File: src/hdl/dcfi_pkg.sv
package dcfi_pkg;

  // Store geometry
  localparam int CELL_INDEX_BITS = 16;
  localparam int ROW_ID_BITS     = 20;
  localparam int PAIR_BITS       = CELL_INDEX_BITS - 1;
  localparam int CLR_BITS        = (PAIR_BITS > ROW_ID_BITS) ? PAIR_BITS : ROW_ID_BITS;

  // Request fields
  localparam int ADDR_W     = 34;
  localparam int BANK_LSB   = 14;
  localparam int BANK_W     = 4;
  localparam int ROW_LSB    = 18;
  localparam int ROW_W      = 16;
  localparam int S_TDATA_W  = 40;
  localparam int M_TDATA_W  = 8;

  // Configuration
  localparam int PROB_W     = 20;
  localparam int THR_W      = 8;
  localparam int SEED_W     = 32;
  localparam int CFG_IDX_W  = 3;
  localparam int CFG_DATA_W = 32;

  // Activation counters
  localparam int CNT_W = 8;
  localparam logic [CNT_W-1:0] CNT_MAX = '1;

  // Random source: Galois LFSR, draws reduced mod 1e6 = 64 * 15625
  localparam logic [SEED_W-1:0] LFSR_TAPS = 32'h8020_0003;
  localparam int PPM_W       = 20;
  localparam int PPM_LO      = 6;
  localparam int PPM_Y_W     = SEED_W - PPM_LO;
  localparam int PPM_ODD     = 15625;
  localparam int RECIP_W     = 19;
  localparam logic [RECIP_W-1:0] PPM_RECIP = 19'd274877;
  localparam int RECIP_SHIFT = 32;
  localparam int PROD_W      = PPM_Y_W + RECIP_W;
  localparam int PPM_Q_W     = 13;
  localparam int PPM_R_W     = 15;

  // Draw window
  localparam int GEN_LANES = 4;
  localparam int WIN_DEPTH = 16;
  localparam int WIN_CNT_W = $clog2(WIN_DEPTH + 1);
  localparam int WIN_W     = WIN_DEPTH * PPM_W;
  localparam int SH_W      = $clog2(WIN_W + 1);
  localparam int DRAW_MAX  = 6;
  localparam int POP_W     = $clog2(DRAW_MAX + 1);

  typedef enum logic [CFG_IDX_W-1:0] {
    REG_STUCK       = 3'd0,
    REG_READ_DEST   = 3'd1,
    REG_DECEPTIVE   = 3'd2,
    REG_INCORRECT   = 3'd3,
    REG_WRITE_DEST  = 3'd4,
    REG_COUPLING    = 3'd5,
    REG_HAMMER_THR  = 3'd6,
    REG_SEED        = 3'd7
  } cfg_reg_e;

  typedef enum logic [3:0] {
    FLT_NONE       = 4'd0,
    FLT_STUCK      = 4'd1,
    FLT_READ_DEST  = 4'd2,
    FLT_INCORRECT  = 4'd3,
    FLT_WRITE_DEST = 4'd4,
    FLT_TRANSITION = 4'd5,
    FLT_IDEMPOTENT = 4'd6,
    FLT_STATIC     = 4'd7,
    FLT_DISTURB    = 4'd8,
    FLT_HAMMER     = 4'd9
  } fault_t;

  typedef logic [PPM_W-1:0] ppm_t;
  typedef ppm_t [DRAW_MAX-1:0] draws_t;

  typedef struct packed {
    logic [PROB_W-1:0] p_stuck;
    logic [PROB_W-1:0] p_read_dest;
    logic [PROB_W-1:0] p_deceptive;
    logic [PROB_W-1:0] p_incorrect;
    logic [PROB_W-1:0] p_write_dest;
    logic [PROB_W-1:0] p_coupling;
    logic [THR_W-1:0]  hammer_thr;
  } cfg_t;

  typedef struct packed {
    logic              load;
    logic [SEED_W-1:0] seed;
    logic [POP_W-1:0]  pops;
  } rng_ctl_t;

  typedef struct packed {
    logic op;
    logic wbit;
    logic sel;
  } access_t;

  typedef struct packed {
    fault_t           code;
    logic [1:0]       pair;
    logic [CNT_W-1:0] cnt;
    logic [POP_W-1:0] pops;
  } result_t;

  function automatic logic [SEED_W-1:0] lfsr_step(input logic [SEED_W-1:0] s);
    logic [SEED_W-1:0] n;
    n = s >> 1;
    if (s[0]) begin
      n = n ^ LFSR_TAPS;
    end
    return n;
  endfunction

  // Row id: bank above row, truncated to the counter store depth
  function automatic logic [ROW_ID_BITS-1:0] row_id(input logic [ADDR_W-1:0] a);
    logic [BANK_W+ROW_W-1:0] full;
    full = {a[BANK_LSB +: BANK_W], a[ROW_LSB +: ROW_W]};
    return full[ROW_ID_BITS-1:0];
  endfunction

endpackage

File: src/hdl/dcfi_eval.sv
module dcfi_eval import dcfi_pkg::*; (
  input  cfg_t             cfg,
  input  access_t          acc,
  input  logic [1:0]       pair,
  input  logic [CNT_W-1:0] cnt,
  input  draws_t           draws,
  output result_t          res
);

  logic [DRAW_MAX-1:0] lt_c;

  // coupling compare on every slot, picked by position below
  always_comb begin
    for (int k = 0; k < DRAW_MAX; k++) begin
      lt_c[k] = draws[k] < cfg.p_coupling;
    end
  end

  always_comb begin
    logic             cur, agg, cell_n, nb_n, hit;
    logic [2:0]       pos;
    logic [CNT_W-1:0] inc;
    cur      = acc.sel ? pair[1] : pair[0];
    agg      = acc.sel ? pair[0] : pair[1];
    cell_n   = cur;
    nb_n     = agg;
    hit      = 1'b0;
    pos      = 3'd1;
    inc      = (cnt != CNT_MAX) ? cnt + CNT_W'(1) : cnt;
    res.code = FLT_NONE;
    res.cnt  = cnt;

    if (draws[0] < cfg.p_stuck) begin
      // stuck: the next draw's low bit lands in the cell
      res.code = FLT_STUCK;
      cell_n   = draws[1][0];
      hit      = 1'b1;
      pos      = 3'd2;
    end else if (!acc.op) begin
      if (draws[1] < cfg.p_read_dest) begin
        res.code = FLT_READ_DEST;
        cell_n   = ~cur;
        hit      = 1'b1;
        pos      = 3'd2;
      end else if (draws[2] < cfg.p_deceptive) begin
        // deceptive read flips the cell but reports nothing
        cell_n = ~cur;
        hit    = 1'b1;
        pos    = 3'd3;
      end else if (draws[3] < cfg.p_incorrect) begin
        res.code = FLT_INCORRECT;
        hit      = 1'b1;
        pos      = 3'd4;
      end else begin
        pos = 3'd4;
      end
    end else begin
      if (cur == acc.wbit) begin
        pos = 3'd2;
        if (draws[1] < cfg.p_write_dest) begin
          res.code = FLT_WRITE_DEST;
          cell_n   = ~acc.wbit;
          hit      = 1'b1;
        end
      end else begin
        if (agg && !cur && acc.wbit) begin
          pos = 3'd2;
          if (lt_c[1]) begin
            res.code = FLT_TRANSITION;
            cell_n   = 1'b0;
            hit      = 1'b1;
          end
        end
        if (!hit) begin
          if (lt_c[pos]) begin
            res.code = FLT_IDEMPOTENT;
            nb_n     = ~agg;
            hit      = 1'b1;
          end
          pos = pos + 3'd1;
        end
      end
    end

    // static coupling
    if (!hit && agg) begin
      if (lt_c[pos]) begin
        res.code = FLT_STATIC;
        cell_n   = 1'b0;
        hit      = 1'b1;
      end
      pos = pos + 3'd1;
    end

    // disturb coupling
    if (!hit) begin
      if (lt_c[pos]) begin
        res.code = FLT_DISTURB;
        nb_n     = ~agg;
        hit      = 1'b1;
      end
      pos = pos + 3'd1;
    end

    // row hammer, then the plain write
    if (!hit) begin
      if (inc > cfg.hammer_thr) begin
        res.code = FLT_HAMMER;
        res.cnt  = '0;
      end else begin
        res.cnt = inc;
        if (acc.op) begin
          cell_n = acc.wbit;
        end
      end
    end

    res.pops = POP_W'(pos);
    res.pair = acc.sel ? {cell_n, nb_n} : {nb_n, cell_n};
  end

endmodule
File: config.mk
export PLATFORM = sky130hd
export DESIGN_NAME = dcfi_eval
export DESIGN_NICKNAME = d
export VERILOG_FILES = /design/src/hdl/dcfi_pkg.sv /design/src/hdl/dcfi_eval.sv
export SDC_FILE = /design/constraint.sdc
export NUM_CORES = 1
export LEC_CHECK = 0
export BUFFER_PORTS_ARGS = -buffer_cell sky130_fd_sc_hd__buf_2
export CAP_MARGIN = 0
export CORE_ASPECT_RATIO = 1.1
export CORE_MARGIN = 2
export CORE_UTILIZATION = 54
export DETAILED_ROUTE_END_ITERATION = 12
export PLACE_DENSITY_LB_ADDON = 0.25
export SLEW_MARGIN = 10
export SYNTH_ARGS = -nofsm -noshare
export SYNTH_HDL_FRONTEND = slang
export SYNTH_SLANG_ARGS = --single-unit
File: constraint.sdc
create_clock -name vclk -period 6.9
set_input_delay 0.69 -clock vclk [all_inputs]
set_output_delay 0.69 -clock vclk [all_outputs]
set_load 0.05 [all_outputs]
==> flow_summary.ini <==
[floorplanning]
die_h_um = 115
fp.dieArea_um2 = 12100
boundaryPins = 278
start_util_pct = 55.5
placeableCoreArea_um2 = 11000
die_width_um = 105
core.rowCount = 40

[pwr]
clock_power_share_pct = 0
total_leakage_power_uw = 0.00451
power.switching_fraction_pct = 57.5
switching_power_uw = 289
internal-power_uw = 214
p_total_uw = 502
power.share.combinational_pct = 100.0
power.sequential.fraction_pct = 0
peakVddDrop_mv = 0.0396
power_density_nw_per_um2 = 65.7

[synth]
yosysSeqAreaShare_pct = 0
synth_top_cells_by_count = 221 x sky130_fd_sc_hd__ha_1, 138 x sky130_fd_sc_hd__inv_1, 75 x sky130_fd_sc_hd__a21oi_1
ys_types = 62
mappedNetlistArea_um2 = 6080
post_synth_inst_count = 814
synth_top_area_cell = sky130_fd_sc_hd__ha_1
synth_area_leaders = sky130_fd_sc_hd__ha_1 45%, sky130_fd_sc_hd__inv_1 8.5%, sky130_fd_sc_hd__a21oi_1 6.2%
syn_nets = 1296
synth.yosys.warnings = 0
yosysTopAreaCellShare_pct = 45.5
syn-mean-instance-area_um2 = 7.47
yosys.cell_count.top_type = sky130_fd_sc_hd__ha_1

[placement]
gpl.final_weighted_congestion = 0.918
place.detailed.instances = 1237
placed_wire_length_estimate_after_detailed_placement_mm = 17.5
number_of_buffer_cells_added_on_primary_ports = 278

[sta]
finalSetupViolCount = 0
final_period_minus_worst_setup_slack_ps = 6030
fin_setup_tns_ps = 0
timing.final.max_slew_violations = 0
fmax_mhz = 166
holdWs_ps = 1820
slew_headroom_pct = 43.9
worst_slew_pin_slew_ps = 837
period_share_pct = 87.4
unrepaired_setup_endpoints_after_global_routing = false
hold_violations = 0

[routing]
detail_route.wl_per_cell_um = 15.4
via_cell_ratio = 5.59
firstDrtPassIters = 4
drc_errors = 0
wirelength_mm = 19.0
antenna_left = 0
via_count = 6909
dr.first_iter.drc_count = 268

[clocking]
post_cts_buffers = 0
ctsHoldBuffers = 0
cts_resized = 0

[status]
outcome = completed

[global_route]
grt_pass1_vias = 6928
globalRoute.totalOverflow = 0
maximum_number_of_pins_on_one_net_before_global_route_repair = 17
groute.usage.overall_pct = 30.8
antenna_found_initial = 0
first_pass_grt_wire_length_mm = 30.9

[critical_path]
timing.critical_path.fanout_max = 16
critical_path_class = primary input to output port
crit_path_start_kind = primary input
worstPathRequired_ps = 6210
cp.arrival_ps = 5340
critPathCaptureType = output port

[worst_hold_path]
worstHoldStart = cnt[1]
min_path_type = primary input to output port
hold_end = res[4]
hold_path_depth = 4

[cells_and_area]
layout.clock_buffers = 0
seqCellArea_um2 = 0
area_delta_synth_final_pct = 25.7
post_route_cells_drive_above_1_share_pct = 27.4
flops_and_latches = 0
num-nets-final = 1574
diode_insertion_count_for_antenna_repair = 0
final_core_utilization_pct = 69.7
number_of_standard_cells_in_the_final_layout_excluding_fillers = 1237

[flow_run]
timing.max_cap.violations = 0
[layout by cell type (no fill, tap or decap), types with 3 or more instances in the layout]
cell and count:
sky130_fd_sc_hd__a221oi_1 3, sky130_fd_sc_hd__nor2b_1 4, sky130_fd_sc_hd__a2111oi_0 10, sky130_fd_sc_hd__a21o_1 22
sky130_fd_sc_hd__nor3_1 10, sky130_fd_sc_hd__o21a_1 9, sky130_fd_sc_hd__inv_1 138, sky130_fd_sc_hd__o21ai_0 45
sky130_fd_sc_hd__a41oi_1 5, sky130_fd_sc_hd__xnor2_1 5, sky130_fd_sc_hd__nand3_1 21, sky130_fd_sc_hd__ha_1 221
sky130_fd_sc_hd__a211oi_1 13, sky130_fd_sc_hd__mux2i_1 9, sky130_fd_sc_hd__a21oi_1 75, sky130_fd_sc_hd__nand4_1 24
sky130_fd_sc_hd__o211ai_1 5, sky130_fd_sc_hd__nand2b_1 17, sky130_fd_sc_hd__buf_2 278, sky130_fd_sc_hd__o31ai_1 12
sky130_fd_sc_hd__nand2_1 57, sky130_fd_sc_hd__a31oi_1 7, sky130_fd_sc_hd__a211o_1 6, sky130_fd_sc_hd__or4_1 3
sky130_fd_sc_hd__nor2_1 35, sky130_fd_sc_hd__xor2_1 3, sky130_fd_sc_hd__or3_1 4
[how the worst max path moves through the flow]
stage                     startpoint       to  slack (ps)  cells past startpoint
after floorplan              cfg[21]  res[10]        1080                     15
after global placement       cfg[22]   res[6]        1000                     18
after detailed placement     cfg[22]   res[6]         880                     18
after CTS                    cfg[22]   res[6]         880                     18
after global routing         cfg[87]   res[6]         510                     18
final                        cfg[22]   res[6]         870                     18
[routing by layer]
| layer | vias to the layer above | wire length, µm | track usage (%) |
|---|---|---|---|
| met1 | 3043 | 8070 | 35.5 |
| li1 | 3567 | - | - |
| met5 | - | 0 | 0 |
| met4 | 0 | 548 | 8.98 |
| met3 | 40 | 1130 | 2.83 |
| met2 | 259 | 9300 | 60.1 |
[cells by family (layout without fill, tap and decap cells)]
family,count (synthesis),in the layout,synth area share [%]
AOI/OAI and AO/OA,238,238,26.1
xor gates and xnor gates,8,8,1.15
adders and majority gates,221,221,45.5
buffers and inverters,142,418,9.01
muxes,11,11,1.85
and+or+nand+nor,194,194,16.4
[final cells by class]
class	count	area (µm²)
Tap cell	147	184
Inverter	138	518
Multi-Input combinational cell	672	5530
Timing Repair Buffer	280	1410
Fill cell	983	3320
[power by group through the flow]
| stage | combinational [µW] | sequential (µW) | clock, µW |
|---|---|---|---|
| finish | 502 | 0 | 0 |
| global route | 570 | 0 | 0 |
| CTS | 500 | 0 | 0 |
| detailed placement | 497 | 0 | 0 |
| global placement | 485 | 0 | 0 |
| floorplan | 318 | 0 | 0 |
[critical path, cell delays in order]
cell and delay [ps]:
sky130_fd_sc_hd__buf_2 70, sky130_fd_sc_hd__inv_1 120, sky130_fd_sc_hd__ha_1 350, sky130_fd_sc_hd__nand3_2 120, sky130_fd_sc_hd__or3_4 410, sky130_fd_sc_hd__or4_1 560
sky130_fd_sc_hd__o2111ai_2 150, sky130_fd_sc_hd__nand3_1 190, sky130_fd_sc_hd__a21oi_1 340, sky130_fd_sc_hd__inv_1 160, sky130_fd_sc_hd__ha_1 370, sky130_fd_sc_hd__or3_1 370
sky130_fd_sc_hd__mux2i_1 240, sky130_fd_sc_hd__nor4b_4 110, sky130_fd_sc_hd__o21ai_2 520, sky130_fd_sc_hd__o21ai_0 190, sky130_fd_sc_hd__o21ai_1 100, sky130_fd_sc_hd__buf_2 280
[metrics by stage]
stage / worst slack, ps / area, µm²
after floorplan: 1080 / 6080
after global placement: 996 / 7640
after detailed placement: 876 / 7640
after CTS: 882 / 7640
after global routing: 507 / 7640
final: 866 / 7640
(Power assumes the default switching activity.)
