### config.mk
export PLATFORM = sky130hd
export DESIGN_NAME = dcfi_rng
export DESIGN_NICKNAME = d
export VERILOG_FILES = /design/src/hdl/dcfi_pkg.sv /design/src/hdl/dcfi_rng.sv
export SDC_FILE = /design/constraint.sdc
export NUM_CORES = 2
export LEC_CHECK = 0
export ABC_AREA = 1
export BUFFER_PORTS_ARGS = -buffer_cell sky130_fd_sc_hd__buf_2
export CORE_MARGIN = 4
export CORE_UTILIZATION = 35
export CTS_BUF_LIST = sky130_fd_sc_hd__clkbuf_4
export DETAILED_ROUTE_END_ITERATION = 10
export GPL_TIMING_DRIVEN = 1
export PLACE_DENSITY = 0.46
export SYNTH_ARGS = -nofsm -noshare
export SYNTH_HDL_FRONTEND = slang
export SYNTH_SLANG_ARGS = --single-unit
### constraint.sdc
create_clock -name clk -period 10.25 [get_ports clk]
set_input_delay 1.025 -clock clk [delete_from_list [all_inputs] [get_ports clk]]
set_output_delay 1.025 -clock clk [all_outputs]
set_load 0.005 [all_outputs]
### src/hdl/dcfi_pkg.sv
package dcfi_pkg;

  // Store geometry
  localparam int CELL_INDEX_BITS = 16;
  localparam int ROW_ID_BITS     = 20;
  localparam int PAIR_BITS       = CELL_INDEX_BITS - 1;
  localparam int CLR_BITS        = (PAIR_BITS > ROW_ID_BITS) ? PAIR_BITS : ROW_ID_BITS;

  // Request fields
  localparam int ADDR_W     = 34;
  localparam int BANK_LSB   = 14;
  localparam int BANK_W     = 4;
  localparam int ROW_LSB    = 18;
  localparam int ROW_W      = 16;
  localparam int S_TDATA_W  = 40;
  localparam int M_TDATA_W  = 8;

  // Configuration
  localparam int PROB_W     = 20;
  localparam int THR_W      = 8;
  localparam int SEED_W     = 32;
  localparam int CFG_IDX_W  = 3;
  localparam int CFG_DATA_W = 32;

  // Activation counters
  localparam int CNT_W = 8;
  localparam logic [CNT_W-1:0] CNT_MAX = '1;

  // Random source: Galois LFSR, draws reduced mod 1e6 = 64 * 15625
  localparam logic [SEED_W-1:0] LFSR_TAPS = 32'h8020_0003;
  localparam int PPM_W       = 20;
  localparam int PPM_LO      = 6;
  localparam int PPM_Y_W     = SEED_W - PPM_LO;
  localparam int PPM_ODD     = 15625;
  localparam int RECIP_W     = 19;
  localparam logic [RECIP_W-1:0] PPM_RECIP = 19'd274877;
  localparam int RECIP_SHIFT = 32;
  localparam int PROD_W      = PPM_Y_W + RECIP_W;
  localparam int PPM_Q_W     = 13;
  localparam int PPM_R_W     = 15;

  // Draw window
  localparam int GEN_LANES = 4;
  localparam int WIN_DEPTH = 16;
  localparam int WIN_CNT_W = $clog2(WIN_DEPTH + 1);
  localparam int WIN_W     = WIN_DEPTH * PPM_W;
  localparam int SH_W      = $clog2(WIN_W + 1);
  localparam int DRAW_MAX  = 6;
  localparam int POP_W     = $clog2(DRAW_MAX + 1);

  typedef enum logic [CFG_IDX_W-1:0] {
    REG_STUCK       = 3'd0,
    REG_READ_DEST   = 3'd1,
    REG_DECEPTIVE   = 3'd2,
    REG_INCORRECT   = 3'd3,
    REG_WRITE_DEST  = 3'd4,
    REG_COUPLING    = 3'd5,
    REG_HAMMER_THR  = 3'd6,
    REG_SEED        = 3'd7
  } cfg_reg_e;

  typedef enum logic [3:0] {
    FLT_NONE       = 4'd0,
    FLT_STUCK      = 4'd1,
    FLT_READ_DEST  = 4'd2,
    FLT_INCORRECT  = 4'd3,
    FLT_WRITE_DEST = 4'd4,
    FLT_TRANSITION = 4'd5,
    FLT_IDEMPOTENT = 4'd6,
    FLT_STATIC     = 4'd7,
    FLT_DISTURB    = 4'd8,
    FLT_HAMMER     = 4'd9
  } fault_t;

  typedef logic [PPM_W-1:0] ppm_t;
  typedef ppm_t [DRAW_MAX-1:0] draws_t;

  typedef struct packed {
    logic [PROB_W-1:0] p_stuck;
    logic [PROB_W-1:0] p_read_dest;
    logic [PROB_W-1:0] p_deceptive;
    logic [PROB_W-1:0] p_incorrect;
    logic [PROB_W-1:0] p_write_dest;
    logic [PROB_W-1:0] p_coupling;
    logic [THR_W-1:0]  hammer_thr;
  } cfg_t;

  typedef struct packed {
    logic              load;
    logic [SEED_W-1:0] seed;
    logic [POP_W-1:0]  pops;
  } rng_ctl_t;

  typedef struct packed {
    logic op;
    logic wbit;
    logic sel;
  } access_t;

  typedef struct packed {
    fault_t           code;
    logic [1:0]       pair;
    logic [CNT_W-1:0] cnt;
    logic [POP_W-1:0] pops;
  } result_t;

  function automatic logic [SEED_W-1:0] lfsr_step(input logic [SEED_W-1:0] s);
    logic [SEED_W-1:0] n;
    n = s >> 1;
    if (s[0]) begin
      n = n ^ LFSR_TAPS;
    end
    return n;
  endfunction

  // Row id: bank above row, truncated to the counter store depth
  function automatic logic [ROW_ID_BITS-1:0] row_id(input logic [ADDR_W-1:0] a);
    logic [BANK_W+ROW_W-1:0] full;
    full = {a[BANK_LSB +: BANK_W], a[ROW_LSB +: ROW_W]};
    return full[ROW_ID_BITS-1:0];
  endfunction

endpackage

### src/hdl/dcfi_rng.sv
module dcfi_rng import dcfi_pkg::*; (
  input  logic                 clk,
  input  logic                 rst,
  input  rng_ctl_t             ctl,
  output draws_t               draws,
  output logic [WIN_CNT_W-1:0] win_count
);

  localparam int LVL_W = WIN_CNT_W + 1;

  logic [SEED_W-1:0]  lfsr;
  logic [SEED_W-1:0]  gen_st [GEN_LANES];
  logic               fire;
  logic [LVL_W-1:0]   level;

  // three-stage reduction per lane
  logic               a_v, b_v, c_v;
  logic [SEED_W-1:0]  a_x  [GEN_LANES];
  logic [PROD_W-1:0]  a_prod [GEN_LANES];
  logic [PPM_Y_W-1:0] b_y  [GEN_LANES];
  logic [PPM_Q_W-1:0] b_q  [GEN_LANES];
  logic [PPM_LO-1:0]  b_lo [GEN_LANES];
  logic [PPM_R_W-1:0] c_r0 [GEN_LANES];
  logic [PPM_LO-1:0]  c_lo [GEN_LANES];

  logic [GEN_LANES*PPM_W-1:0] push_vec;
  logic [WIN_W-1:0]           win_vec, win_next, shifted, keep_mask, push_ext;
  logic [WIN_CNT_W-1:0]       keep;

  // next states of the generator
  always_comb begin
    gen_st[0] = lfsr_step(lfsr);
    for (int l = 1; l < GEN_LANES; l++) begin
      gen_st[l] = lfsr_step(gen_st[l-1]);
    end
  end

  // credit: window plus values in flight must fit
  assign level = LVL_W'(win_count)
               + LVL_W'(GEN_LANES) * (LVL_W'(a_v) + LVL_W'(b_v) + LVL_W'(c_v));
  assign fire  = !ctl.load && (level + LVL_W'(GEN_LANES) <= LVL_W'(WIN_DEPTH));

  always_ff @(posedge clk) begin
    if (rst) begin
      lfsr      <= SEED_W'(1);
      a_v       <= 1'b0;
      b_v       <= 1'b0;
      c_v       <= 1'b0;
      win_count <= '0;
    end else if (ctl.load) begin
      lfsr      <= (ctl.seed == '0) ? SEED_W'(1) : ctl.seed;
      a_v       <= 1'b0;
      b_v       <= 1'b0;
      c_v       <= 1'b0;
      win_count <= '0;
    end else begin
      if (fire) begin
        lfsr <= gen_st[GEN_LANES-1];
      end
      a_v       <= fire;
      b_v       <= a_v;
      c_v       <= b_v;
      win_count <= win_count - WIN_CNT_W'(ctl.pops)
                 + (c_v ? WIN_CNT_W'(GEN_LANES) : '0);
    end
  end

  // quotient estimate by reciprocal; low error means one correction step
  always_comb begin
    for (int l = 0; l < GEN_LANES; l++) begin
      a_prod[l] = PROD_W'(a_x[l][SEED_W-1:PPM_LO]) * PROD_W'(PPM_RECIP);
    end
  end

  always_ff @(posedge clk) begin
    for (int l = 0; l < GEN_LANES; l++) begin
      a_x[l]  <= gen_st[l];
      b_y[l]  <= a_x[l][SEED_W-1:PPM_LO];
      b_lo[l] <= a_x[l][PPM_LO-1:0];
      b_q[l]  <= PPM_Q_W'(a_prod[l] >> RECIP_SHIFT);
      c_r0[l] <= PPM_R_W'(b_y[l] - PPM_Y_W'(PPM_Y_W'(b_q[l]) * PPM_Y_W'(PPM_ODD)));
      c_lo[l] <= b_lo[l];
    end
    win_vec <= win_next;
  end

  // final correction and repack as r * 64 + low bits
  always_comb begin
    logic [PPM_R_W-1:0] r;
    for (int l = 0; l < GEN_LANES; l++) begin
      r = (c_r0[l] >= PPM_R_W'(PPM_ODD)) ? c_r0[l] - PPM_R_W'(PPM_ODD) : c_r0[l];
      push_vec[l*PPM_W +: PPM_W] = {r[PPM_R_W-2:0], c_lo[l]};
    end
  end

  // window: drop consumed values from the bottom, append new ones above the rest
  always_comb begin
    keep      = win_count - WIN_CNT_W'(ctl.pops);
    shifted   = win_vec >> (SH_W'(ctl.pops) * SH_W'(PPM_W));
    keep_mask = ~({WIN_W{1'b1}} << (SH_W'(keep) * SH_W'(PPM_W)));
    push_ext  = c_v ? (WIN_W'(push_vec) << (SH_W'(keep) * SH_W'(PPM_W))) : '0;
    win_next  = (shifted & keep_mask) | push_ext;
  end

  always_comb begin
    for (int k = 0; k < DRAW_MAX; k++) begin
      draws[k] = win_vec[k*PPM_W +: PPM_W];
    end
  end

endmodule

==> impl_metrics.yaml <==
clocking:
  cts_resized: 0
  clk_path_buf_depth: 3
  clkLatencyLatePin_ps: 1360
  cts_tree: "yes"
  cts_inserted_buffers: 181
  clock-sinks: 558
  cts_max_level: 4
  cts.clk_slew.worst_paths_ps: 70
  cts_root_buffer: "clkbuf_4"
global_routing:
  grt-busiest-layer: "met2"
  met2_usage_pct: 62.8
  met1_usage_pct: 44.5
  use_met3_pct: 6.68
  grt_pass1_vias: 81200
  groute.usage.overall_pct: 38.9
  grt_remaining_overflow: 0
  grt_pass1_wl_um: 634000
  grt_max_degree: 166
  antenna_found_initial: 30
critical_path:
  start_kind: "register"
  cp-end-kind: "register"
  r2r_cells: 23
  critPathRequiredTime_ps: 11450
  cp.arrival_ps: 8390
  cp_max_fo: 9
  path_class: "register to register"
min_path:
  holdPathStages: 3
  hp-class: "input port to register"
placement:
  dp.cells: 14300
  dpl-instance-area_sq_mm: 0.0800
  hpwl_um: 379000
  gp_congestion: 1.09
  io_buffers: 162
timing:
  worstMarginPinSlew_ps: 1370
  final_hold_viol_count: 0
  fin_tns_setup_ps: 0
  fin_skew_ps: 149
  rsz0062_at_grt: "false"
  fmax_ghz: 0.139
  setup_viol: 0
  hold_ws_ps: 205
  slew_viol_final: 0
  finalCritPeriodShare_pct: 70.1
  relSlewSlack_pct: 7.59
  finalWorstPathRequiredPeriod_ps: 7180
yosys:
  synth_cell_types: 69
  ys.flop_type: "dfxtp_1"
  synthesis.nets: 13100
  syn_inst: 11800
  synth_edf_count: 0
  yosysWarnings: 0
  synth-seq-area-share_pct: 14.4
  yosys.area.top_type: "nand2_1"
  synth_area_leaders: "nand2_1, dfxtp_1, ha_1"
  synth_top_area_share_pct: 16.2
  synth_seq_cells: 558
  syn_area_per_cell_sq_um: 6.59
  synthArstFlopShare_pct: 0
  syn-cell-area_sq_mm: 0.0775
layout:
  fin_cells: 14700
  fin_area_sq_mm: 0.0827
  nets: 12900
  syn2layout_area_growth_pct: 6.71
  mostFrequentLayoutCells: "nand2_1, inv_1, nand3_1"
  drive_gt1_share_pct: 6.81
  final_common_cell: "nand2_1"
route:
  drc_errors: 0
  drtAntennaViolNets: 0
  routed_wl_um: 462000
  viasPerCell: 5.70
  vias: 83800
  wl_per_cell_um: 31.5
  drt_iter0_drc: 9179
  dr.pass1.iters: 6
die:
  die-height_um: 479
  core_sq_mm: 0.220
  start_util_pct: 35.2
  die_w_um: 479
  ios: 163
  die_area_sq_mm: 0.229
  rows: 172
run:
  max-cap-violations: 0
outcome:
  run_status: "finished, final reports clean"
routing by layer:
metal | vias to the layer above | wire length (um)
met3 | 1235 | 32700
li1 | 38200 | -
met1 | 40100 | 171000
met4 | 14 | 49900
met2 | 4301 | 209000
met5 | - | 102
worst max-delay path, stage by stage (launching register included):
cell	delay, ps
dfxtp_1	910
inv_1	520
ha_1	520
xnor2_1	160
ha_1	190
a21oi_1	290
inv_1	120
ha_1	380
inv_1	70
fa_1	480
inv_1	50
fa_1	540
inv_1	70
fa_1	540
inv_1	60
ha_1	390
nand2_1	160
nor2_1	80
nand2_1	80
a21oi_1	60
a211oi_1	470
nand3_1	360
a31oi_1	260
xor2_1	310
path summary, 6_finish.rpt:
| path | endpoint | from | slack [ps] |
|---|---|---|---|
| worst min-delay path | lfsr[0] | ctl[3] | 210 |
| worst max register to register | b_q[1][9] | a_x[2][28] | 3070 |
| worst max-delay path | b_q[1][9] | a_x[2][28] | 3070 |
| worst min register to register | c_lo[1][4] | b_lo[1][4] | 320 |
sequential cells by signal (all words and copies together), names as in the netlist:
name	cells
win_count	5
b_lo	12
lfsr	32
b_v	1
b_y	18
a_x	41
c_lo	15
win_vec	320
c_v	1
a_v	1
b_q	52
c_r0	60
cell usage after synthesis, types with 4 or more instances:
cell      count
nand3_2      34
o31ai_1       9
nor2_4        6
clkinv_1      6
o21a_1       38
nand3_1    1125
o211ai_1    147
nor4_1       21
buf_1       139
xnor2_1     135
a21boi_0      6
o21ai_0    1125
inv_2        20
inv_1      1317
fa_1        470
ha_1        800
buf_2       177
o221ai_1     20
nand4_1      72
nor2_1      505
o21ai_1      98
a211oi_1     12
or2_2        39
a211o_1       5
o21bai_1     31
o21ai_2      10
dfxtp_1     558
nand3_4       4
a21oi_1     387
a31oi_1      91
xor2_1      237
nor2_2       12
buf_4       128
clkbuf_1    252
a221oi_1      7
o311ai_0     20
nand2_2      45
nand2_1    3351
a21o_1       31
mux2i_1     132
o22ai_1      47
nor3_1       53
kinds of logic (layout without fill, tap and decap cells):
kind of cell / Yosys count / in the layout / share of synthesized area, %
buffers and inverters: 2046 / 1994 / 10.9
AOI/OAI and AO/OA: 2100 / 2100 / 15.0
xor gates and xnor gates: 373 / 373 / 4.22
adders and majority gates: 1272 / 1272 / 25.1
DFF: 558 / 558 / 14.4
and+or+nand+nor: 5287 / 5287 / 28.7
other: 0 / 29 / 0
muxes: 132 / 132 / 1.70
final cells by class:
| class | count | area [sq um] |
|---|---|---|
| Timing Repair Buffer | 323 | 2230 |
| Clock buffer | 246 | 1850 |
| Clock inverter | 81 | 520 |
| Inverter | 1344 | 5090 |
| Tap cell | 2958 | 3700 |
| Sequential cell | 558 | 11200 |
| Antenna cell | 29 | 72.6 |
| Fill cell | 24400 | 137000 |
| Multi-Input combinational cell | 9164 | 58100 |
timing repair:
action	CTS	global route
buffers inserted	0	0
hold buffers	29	0
hold endpoints to repair	29	0
per-stage QoR:
step                      util [%]  setup slack [ps]
after floorplan                  -              5020
after global placement        36.4              2520
after detailed placement      36.4              2450
after CTS                     37.6              3030
after global routing          37.6              2820
final                         37.6              3070
Power is left out: the tool's default activity adds up to more than one toggle a clock period on the data nets, which glitch-free logic cannot reach.
